===== config.mk =====
export PLATFORM = sky130hd
export DESIGN_NAME = fdt_struct_block_walker
export DESIGN_NICKNAME = d
export VERILOG_FILES = /design/src/rtl/fsbw_pkg.sv /design/src/rtl/fsbw_parser.sv /design/src/rtl/fsbw_out_reg.sv /design/src/rtl/fdt_struct_block_walker.sv
export SDC_FILE = /design/constraint.sdc
export NUM_CORES = 1
export LEC_CHECK = 0
export BUFFER_PORTS_ARGS = -buffer_cell sky130_fd_sc_hd__buf_2
export CAP_MARGIN = 20
export CORE_AREA = 2 2 120 238
export CTS_BUF_LIST = sky130_fd_sc_hd__clkbuf_2 sky130_fd_sc_hd__clkbuf_4 sky130_fd_sc_hd__clkbuf_8
export CTS_CLUSTER_DIAMETER = 40
export CTS_CLUSTER_SIZE = 8
export DETAILED_ROUTE_END_ITERATION = 6
export DIE_AREA = 0 0 122 240
export HOLD_SLACK_MARGIN = 0.15
export SYNTH_ARGS = -nofsm -noshare
export SYNTH_HDL_FRONTEND = slang
export SYNTH_HIERARCHICAL = 1
export SYNTH_SLANG_ARGS = --single-unit

===== constraint.sdc =====
create_clock -name clk -period 8.5 [get_ports clk]
set_clock_uncertainty 0.1 [all_clocks]
set_input_delay 0.85 -clock clk [delete_from_list [all_inputs] [get_ports clk]]
set_output_delay 0.85 -clock clk [all_outputs]
set_load 0.01 [all_outputs]

===== src/rtl/fsbw_pkg.sv =====
// Shared types and constants for the device-tree structure block walker.
package fsbw_pkg;

	localparam int WORD_W   = 32;
	localparam int SIZE_W   = 21;
	localparam int OFFSET_W = 21;
	localparam int SKIP_W   = 31;
	localparam int PHASE_W  = 3;

	localparam logic [PHASE_W-1:0] PH_TOKEN   = 3'd0;
	localparam logic [PHASE_W-1:0] PH_NAME    = 3'd1;
	localparam logic [PHASE_W-1:0] PH_LEN     = 3'd2;
	localparam logic [PHASE_W-1:0] PH_NAMEOFF = 3'd3;
	localparam logic [PHASE_W-1:0] PH_SKIP    = 3'd4;
	localparam logic [PHASE_W-1:0] PH_HALT    = 3'd5;

	localparam logic [WORD_W-1:0] TOK_BEGIN_NODE = 32'd1;
	localparam logic [WORD_W-1:0] TOK_END_NODE   = 32'd2;
	localparam logic [WORD_W-1:0] TOK_PROP       = 32'd3;
	localparam logic [WORD_W-1:0] TOK_NOP        = 32'd4;
	localparam logic [WORD_W-1:0] TOK_END        = 32'd9;

	localparam logic EV_PROP  = 1'b0;
	localparam logic EV_ERROR = 1'b1;

	typedef struct packed {
		logic                event_kind;
		logic [WORD_W-1:0]   name_offset;
		logic [WORD_W-1:0]   value_length;
		logic [OFFSET_W-1:0] value_offset;
	} event_t;

	function automatic logic [WORD_W-1:0] byte_swap(input logic [WORD_W-1:0] w);
		return {w[7:0], w[15:8], w[23:16], w[31:24]};
	endfunction

	function automatic logic has_zero_byte(input logic [WORD_W-1:0] w);
		return (w[7:0] == 8'd0) || (w[15:8] == 8'd0) ||
			(w[23:16] == 8'd0) || (w[31:24] == 8'd0);
	endfunction

endpackage


===== src/rtl/fsbw_parser.sv =====
// Token parser: phase state, word counter and event decode for each accepted word.
module fsbw_parser #(
	parameter int MAX_STRUCT_BYTES = 1048576
) (
	input  logic                          clk,
	input  logic                          arst_n,
	input  logic [fsbw_pkg::SIZE_W-1:0]   size_bytes,
	input  logic                          accept,
	input  logic [fsbw_pkg::WORD_W-1:0]   raw_word,
	input  logic                          start_req,
	output logic                          res_valid,
	output fsbw_pkg::event_t              res
);
	import fsbw_pkg::*;

	localparam int IDX_W = $clog2(MAX_STRUCT_BYTES / 4 + 1);
	localparam int CMP_W = (IDX_W + 2 > SIZE_W) ? IDX_W + 2 : SIZE_W;

	logic [PHASE_W-1:0] phase_q, phase_d, phase_eff;
	logic [IDX_W-1:0]   idx_q, idx_d, idx_eff;
	logic [WORD_W-1:0]  len_q, len_d;
	logic [SKIP_W-1:0]  skip_q, skip_d;
	logic [CMP_W-1:0]   limit, byte_off, next_off;
	logic [WORD_W-1:0]  word;
	logic               active;

	always_comb begin
		word      = byte_swap(raw_word);
		phase_eff = start_req ? PH_TOKEN : phase_q;
		idx_eff   = start_req ? '0 : idx_q;
		if (CMP_W'(size_bytes) > CMP_W'(MAX_STRUCT_BYTES)) begin
			limit = CMP_W'(MAX_STRUCT_BYTES);
		end else begin
			limit = CMP_W'(size_bytes);
		end
		byte_off = CMP_W'({idx_eff, 2'b00});
		next_off = byte_off + CMP_W'(4);
		active   = (phase_eff != PH_HALT) && (byte_off < limit);
	end

	always_comb begin
		phase_d = phase_q;
		idx_d = idx_q;
		len_d = len_q;
		skip_d = skip_q;
		res_valid = 1'b0;
		res.event_kind = EV_PROP;
		res.name_offset = word;
		res.value_length = len_q;
		res.value_offset = next_off[OFFSET_W-1:0];
		if (accept) begin
			phase_d = phase_eff;
			idx_d = idx_eff;
			if (active) begin
				idx_d = idx_eff + IDX_W'(1);
				case (phase_eff)
					PH_TOKEN: begin
						if (word == TOK_BEGIN_NODE) begin
							phase_d = PH_NAME;
						end else if (word == TOK_PROP) begin
							phase_d = PH_LEN;
						end else if (word == TOK_NOP || word == TOK_END_NODE ||
								word == TOK_END) begin
							phase_d = PH_TOKEN;
						end else begin
							res_valid = 1'b1;
							res.event_kind = EV_ERROR;
							res.name_offset = '0;
							res.value_length = word;
							res.value_offset = byte_off[OFFSET_W-1:0];
							phase_d = PH_HALT;
						end
					end
					PH_NAME: begin
						if (has_zero_byte(raw_word)) begin
							phase_d = PH_TOKEN;
						end
					end
					PH_LEN: begin
						len_d = word;
						phase_d = PH_NAMEOFF;
					end
					PH_NAMEOFF: begin
						res_valid = 1'b1;
						skip_d = SKIP_W'(len_q[WORD_W-1:2]) + SKIP_W'(|len_q[1:0]);
						phase_d = (skip_d != '0) ? PH_SKIP : PH_TOKEN;
					end
					PH_SKIP: begin
						skip_d = skip_q - SKIP_W'(1);
						if (skip_q == SKIP_W'(1)) begin
							phase_d = PH_TOKEN;
						end
					end
					default: begin
						phase_d = PH_HALT;
					end
				endcase
			end
		end
	end

	always_ff @(posedge clk or negedge arst_n) begin
		if (!arst_n) begin
			phase_q <= PH_TOKEN;
			idx_q <= '0;
			len_q <= '0;
			skip_q <= '0;
		end else begin
			phase_q <= phase_d;
			idx_q <= idx_d;
			len_q <= len_d;
			skip_q <= skip_d;
		end
	end

	a_error_halts: assert property (@(posedge clk) disable iff (!arst_n)
		accept && res_valid && res.event_kind == EV_ERROR |=> phase_q == PH_HALT)
		else $error("Walker did not halt after an unknown token.");

	a_skip_nonzero: assert property (@(posedge clk) disable iff (!arst_n)
		phase_q == PH_SKIP |-> skip_q != '0)
		else $error("Skip phase entered with no value words left.");

	a_halt_silent: assert property (@(posedge clk) disable iff (!arst_n)
		phase_q == PH_HALT && !start_req |-> !res_valid && phase_d == PH_HALT)
		else $error("Halted walker produced an event or left the halt without a start.");

endmodule


===== src/rtl/fsbw_out_reg.sv =====
// Output register holding one event until the downstream side takes it.
module fsbw_out_reg (
	input  logic             clk,
	input  logic             arst_n,
	input  logic             load,
	input  fsbw_pkg::event_t load_event,
	input  logic             take,
	output logic             out_valid,
	output fsbw_pkg::event_t out_event
);
	import fsbw_pkg::*;

	logic   valid_q;
	event_t event_q;

	always_ff @(posedge clk or negedge arst_n) begin
		if (!arst_n) begin
			valid_q <= 1'b0;
		end else if (load) begin
			valid_q <= 1'b1;
		end else if (take) begin
			valid_q <= 1'b0;
		end
	end

	always_ff @(posedge clk) begin
		if (load) begin
			event_q <= load_event;
		end
	end

	assign out_valid = valid_q;
	assign out_event = event_q;

endmodule


===== src/rtl/fdt_struct_block_walker.sv =====
// Top level of the device-tree structure block walker.
// The walker takes one structure-block word per cycle, back to back, unless an event is
// held on the output; the token decode and the phase update sit in one short path between
// the input handshake and the event register. An event is ready on the output in the cycle
// after the word that caused it, and a new word is taken while that event waits as long as
// the downstream side takes it in the same cycle. Only PROP name-offset words and unknown
// tokens produce events; after an unknown token every word is dropped until one carries
// the start flag. Words at or beyond the configured block size in bytes, capped at
// MAX_STRUCT_BYTES, are dropped without changing state apart from the restart that a start
// flag causes. Write the block size only while the walker is idle.
module fdt_struct_block_walker #(
	parameter int MAX_STRUCT_BYTES = 1048576
) (
	input  logic        clk,
	input  logic        arst_n,
	input  logic        cfg_valid,
	output logic        cfg_ready,
	input  logic [20:0] cfg_data,    // block size in bytes
	input  logic        s_tvalid,
	output logic        s_tready,
	input  logic [31:0] s_tdata,     // raw_word
	input  logic [0:0]  s_tuser,     // start_req
	output logic        m_tvalid,
	input  logic        m_tready,
	output logic [87:0] m_tdata,     // name_offset, value_length, value_offset, zero pad
	output logic [0:0]  m_tuser      // event_kind
);
	import fsbw_pkg::*;

	logic [SIZE_W-1:0] size_bytes_q;
	logic              accept;
	logic              res_valid;
	event_t            res;
	event_t            out_event;

	always_ff @(posedge clk or negedge arst_n) begin
		if (!arst_n) begin
			size_bytes_q <= '0;
		end else if (cfg_valid) begin
			size_bytes_q <= cfg_data;
		end
	end

	assign cfg_ready = 1'b1;
	assign s_tready = !m_tvalid || m_tready;
	assign accept = s_tvalid && s_tready;

	fsbw_parser #(
		.MAX_STRUCT_BYTES(MAX_STRUCT_BYTES)
	) u_parser (
		.clk        (clk),
		.arst_n     (arst_n),
		.size_bytes (size_bytes_q),
		.accept     (accept),
		.raw_word   (s_tdata),
		.start_req  (s_tuser[0]),
		.res_valid  (res_valid),
		.res        (res)
	);

	fsbw_out_reg u_out_reg (
		.clk       (clk),
		.arst_n    (arst_n),
		.load      (accept && res_valid),
		.load_event(res),
		.take      (m_tready),
		.out_valid (m_tvalid),
		.out_event (out_event)
	);

	assign m_tdata = {3'b000, out_event.value_offset, out_event.value_length,
		out_event.name_offset};
	assign m_tuser = out_event.event_kind;

	a_no_overwrite: assert property (@(posedge clk) disable iff (!arst_n)
		m_tvalid && !m_tready |-> !s_tready)
		else $error("Input taken while an event is stalled on the output.");

	a_empty_ready: assert property (@(posedge clk) disable iff (!arst_n)
		!m_tvalid |-> s_tready)
		else $error("Input stalled with an empty output register.");

	a_event_follows: assert property (@(posedge clk) disable iff (!arst_n)
		accept && res_valid |=> m_tvalid)
		else $error("Event lost after an accepted word.");

endmodule


---- Word-level counts from Yosys, hierarchy flattened ----
Index checks and enable logic that the tools add are counted.
operators by class
  muxes and demuxes ....................... 27
  $lt $le $gt $ge ......................... 2
  bitwise gates (word level) .............. 3
  reductions and logical operators ........ 22
  equal/unequal tests ..................... 11
  add/sub/neg operators ................... 4
operators by type and width
  operator                                                              count
  85-bit two-way mux                                                    5
  86-bit two-way mux                                                    1
  32-bit by 2-bit == test with 1-bit output, second input constant      2
  31-bit case mux with 2 select lines                                   1
  19-bit two-way mux                                                    2
  32-bit by 1-bit == test with 1-bit output, second input constant      1
  32-bit by 3-bit == test with 1-bit output, second input constant      1
  32-bit by 4-bit == test with 1-bit output, second input constant      1
  8-bit zero test                                                       4
  30-bit by 1-bit adder with 31-bit output                              1
  31-bit by 1-bit == test with 1-bit output, second input constant      1
  31-bit nonzero test                                                   1
  31-bit by 1-bit subtractor with 31-bit output, second input constant  1
  3-bit two-way mux                                                     8
  21-bit by 3-bit adder with 21-bit output, second input constant       1
  21-bit greater-than comparator, second input constant                 1
  21-bit less-than comparator                                           1
  21-bit two-way mux                                                    1
  19-bit by 1-bit adder with 19-bit output, second input constant       1
  3-bit case mux with 5 select lines                                    1
  1-bit two-way mux                                                     7
  3-bit by 2-bit == test with 1-bit output, second input constant       2
  1-bit logical OR                                                      6
  3-bit AND reduction                                                   2
  other kinds (11)                                                      16
word-level totals
  input port bits ......................... 59
  word-level logic and storage cells ...... 79
  flip-flop bits (word level) ............. 193
  output and inout bits ................... 92

---- Depth between registers and ports, before layout ----
  word-level depth ........................ 11
  depth in mapped cells ................... 15
  mapped depth without buffers ............ 14

---- Cells and area by module ----
Netlist, hierarchy kept.
by module, submodules not included
  module                   cells each  times used  area an instance (um^2)  sequential area each (um^2)
  fsbw_parser              868         1           7275.7                   2127.0
  fsbw_out_reg             89          1           2618.8                   2607.5
  fdt_struct_block_walker  53          1           915.9                    525.5

---- Worst setup path after synthesis ----
No wires, ideal clock.
  kind .................................... register to register
  from .................................... reg size_bytes_q[17]
  to ...................................... reg u_out_reg.event_q (netlist bit u_out_reg/out_event[0]) (enable)
  path slack .............................. 2.384 ns
  path buffers ............................ 1
  arrival time ............................ 5.561 ns
  library setup time ...................... 0.455 ns
  stages on the path, launching flop included .. 15
  data required time ...................... 7.945 ns
  clock period less this slack ............ 6.116 ns
  cells stage by stage .................... dfrtp_1 or4_1 or4_1 o21ai_0 clkbuf_1 nand2_1 ha_1 a21oi_1 nor2_1 a211oi_1 a31oi_4 nor2_1 nand2_1 nor2_1 and3_1
between the ends
  cells in the longest elaborated chain, start to end .. 7
RTL lines
  item                             RTL line                       RTL
  from (decl)                      fdt_struct_block_walker.sv:30  logic [SIZE_W-1:0] size_bytes_q;
  from (signal assigned)           fdt_struct_block_walker.sv:40  size_bytes_q <= cfg_data;
  21-bit greater-than comparator   fsbw_parser.sv:31              if (CMP_W'(size_bytes) > CMP_W'(MAX_STRUCT_BYTES)) begin
  21-bit two-way mux (*)           fsbw_parser.sv:31
  21-bit less-than comparator (*)  fsbw_parser.sv:38              active = (phase_eff != PH_HALT) && (byte_off < limit);
  1-bit logical AND (*)            fsbw_parser.sv:38
  1-bit two-way mux (*)            fsbw_parser.sv:54              if (active) begin
  1-bit two-way mux (*)            fsbw_parser.sv:51              if (accept) begin
  net res_valid                    fdt_struct_block_walker.sv:32  logic res_valid;
  1-bit logical AND (*)            fdt_struct_block_walker.sv:64  .load (accept && res_valid),
  to (signal assigned)             fsbw_out_reg.sv:28             event_q <= load_event;
  to (decl)                        fsbw_out_reg.sv:14             event_t event_q;
Mark *: on every way through the listed nets, which the timed path passes. The rest lies on a longest branch.
A chain may end at the register's enable or synchronous reset.

---- Final worst setup path ----
  from .................................... reg size_bytes_q[17]
  to ...................................... reg u_out_reg.event_q (netlist bit u_out_reg/out_event[11]) (enable)
The elaborated chain is that of the path after synthesis.

==> summary.txt <==
Outcome
  – Status: finished clean

Clock network
  – # hold bufs at CTS: 0
  – Post-CTS sizing: 0
  – Cts bufs inserted: 17
  – Clock sinks: about 190
  – Insertion delay to the later sink of the worst-skew pair: roughly 500 ps
  – Post-CTS setup buffers: 0
  – CTS root buffer: clkbuf_8
  – CTS tree: built
  – Clock buffer depth: 2
  – Clock H-tree levels: 4
  – Reg clk slew, reported paths: between 100 and 150 ps

Logic synthesis
  – Cells after synthesis: 1010
  – Leading post-synthesis cells by cell area: dfrtp_1, edfxtp_1, mux2_2, mux2_4, nand2_1
  – Ys async rst share: 0.554
  – Synth cell types: 77
  – Yosys reg bits: between 150 and 200
  – Syn Area/Cell: approximately 11 um^2
  – Synth top cells by count: dfrtp_1, nand2_1, edfxtp_1, o21ai_0, mux2_2
  – Seq/Total Area, Yosys: 0.487
  – Synthesized area: 10800 um^2
  – Top cell type by total area after synthesis: dfrtp_1
  – Post-synth EDFFs: 86
  – Synth Flop Type: dfrtp_1
  – Syn. warnings: 6
  – Count leader, synth: dfrtp_1
  – Top cell type's share of synthesized area: 0.248

STA
  – Max-slew violation count: 0
  – Least-Margin Pin Slew: between 1000 and 1500 ps
  – Endpoints failing setup: 0
  – Min cycle time layout: ~5800 ps
  – Slew HR: 0.333
  – Tcrit/Tclk final: 0.679
  – Post-Route Hold Slack: around 240 ps
  – Post-route setup TNS: 0 ps
  – RSZ-0062 raised after global routing: false
  – Fmax: 173 MHz
  – Final hold violation count: 0

Power and ir drop
  – IR drop worst, VDD: between 0.1 and 0.15 mV
  – PD cells: between 200 and 250 nW/um^2
  – P_leak: between 0.005 and 0.006 uW

Routing
  – DRC: 0
  – Wire per inst: ~20 um
  – Via count: 8394
  – Remaining antenna violation count: 0
  – Routed WL: 30300 um
  – Initial DRC count: between 400 and 500
  – Via density: roughly 5.6
  – First-pass DRT Iterations: 6

Place
  – I/O Buffers: 146
  – GPL Wtd Cong: 0.978
  – Detail Placement HPWL: roughly 23000 um

Worst setup path
  – Critical-path maximum fanout: 57
  – CP Capture Type: flip-flop
  – Startpoint types: flip-flop
  – Critical Path RT: approximately 8600 ps
  – Setup CP Type: flip-flop to flip-flop
  – Crit path DAT: ~5800 ps

Layout
  – Share of cells above drive strength 1: 0.259
  – Register area: approximately 5300 um^2
  – Multi-input gate area: 5160 um^2
  – Fillers: ~2600
  – Final net count: roughly 1200
  – Area Overhead vs Synth: 12.5%

Floorplan
  – Starting density of the core: 0.394
  – Num rows: 86
  – Core ar.: ~27000 um^2
  – Die area: 29300 um^2
  – IO Count: around 150
  – Chip width: ~120 um
  – Die Height: around 240 um

Global routing
  – First-pass GRT wire length: 46200 um
  – GRT overflow: 0
  – GRT Overall Usage: 0.211
  – Antenna violations before repair: 2
  – Vias in the first global route: between 8000 and 9000
  – Largest net degree at the start of global routing: between 50 and 60

Hold path
  – Min-Delay Path Class: input pin to async pin

Job
  – Number of max-cap violations: 0
[critical path: stages, from the launching register on]
cell      delay [ps]
dfrtp_1          410
or4_1            550
or4_1            470
o21ai_0          260
buf_2            270
nand2_1           80
ha_1             300
a21oi_1          130
nor2_1            60
a211oi_1         430
a31oi_4          230
nor2_1           490
nand2_1          200
nor2_1           150
and3_4           710
buf_4            520
[routing by layer]
| metal | part of all wire | vias up | GRT usage |
|---|---|---|---|
| li1 | - | 3973 | - |
| met1 | 0.33 | 4100 | 0.205 |
| met2 | 0.58 | 256 | 0.414 |
| met3 | 0.043 | 63 | 0.0377 |
| met4 | 0.040 | 2 | 0.0996 |
| met5 | 0.00023 | - | 0 |
[final timing paths]
kind                                startpoint                       to  slack [ps]  depth (start not counted)
hold reg to reg            u_parser/skip_q[23]      u_parser/skip_q[23]         400                          1
max in group asynchronous               arst_n      u_out_reg/out_valid        6760                          2
hold / removal                          arst_n       u_parser/len_q[19]         240                          1
setup reg to reg              size_bytes_q[17]  u_out_reg/out_event[11]        2730                         15
min in group clk           u_parser/skip_q[23]      u_parser/skip_q[23]         400                          1
setup / recovery              size_bytes_q[17]  u_out_reg/out_event[11]        2730                         15
[power by group]
part           switching [uW]  internal (uW)
Clock                     363            248
Sequential                130           1120
Combinational             405            263
[cell type report]
type | instances | share of cell area
Clock inverter | 14 | 0.0119
Timing Repair Buffer | 157 | 0.0669
Multi-Input combinational cell | 736 | 0.424
Antenna cell | 2 | 0.000412
Inverter | 24 | 0.00741
Sequential cell | 193 | 0.433
Clock buffer | 18 | 0.0204
Tap cell | 352 | 0.0362
[registers in the layout, indices dropped and copies added (netlist names)]
| signal | count |
|---|---|
| u_parser/phase_q | 3 |
| u_out_reg/out_event | 86 |
| size_bytes_q | 21 |
| u_parser/idx_q | 19 |
| u_out_reg/out_valid | 1 |
| u_parser/len_q | 32 |
| u_parser/skip_q | 31 |
[placed cells by master, fill, tap and decap left out, drive strengths merged, types with 5 or more instances in the layout]
cell and instances:
buf 157, dfrtp 107, nand2 96, edfxtp 86
mux2 83, o21ai 64, nor2b 50, nor2 44
a21oi 39, nand3 37, inv 29, nor4 27
ha 24, nor3 24, xor2 19, clkbuf 18
nand4 17, or4 17, or3 17, xnor2 14
and3 12, or2 10, nand2b 9, a21o 8
o22ai 8, a22o 8, and2 8, o31ai 7
o32ai 7, conb 6, a21boi 6, a32o 6
o2bb2ai 6, nor4b 6, o211ai 5, o311ai 5
clkinv 5
[logic make-up after synthesis]
| kind of cell | Yosys count | synth area share |
|---|---|---|
| AOI/OAI and AO/OA | 197 | 0.120 |
| xor gates and xnor gates | 33 | 0.0267 |
| adders and majority gates | 24 | 0.0278 |
| buffers and inverters | 84 | 0.0376 |
| DFF | 193 | 0.487 |
| muxes | 85 | 0.0973 |
| other | 3 | 0.00104 |
| and+or+nand+nor | 391 | 0.203 |
[stage by stage]
step	total power, uW	instances	instance area [um^2]	worst slack (ps)	utilization
after floorplan	1710	1013	10800	2380	-
after global routing	2670	1495	12200	2390	0.443
final	2530	1496	12200	2730	0.443
after CTS	2540	1494	12200	2750	0.443
after global placement	1920	1461	11800	2410	0.429
after detailed placement	1930	1462	11800	2780	0.429
No activity file was read; power rests on OpenSTA's default activity.
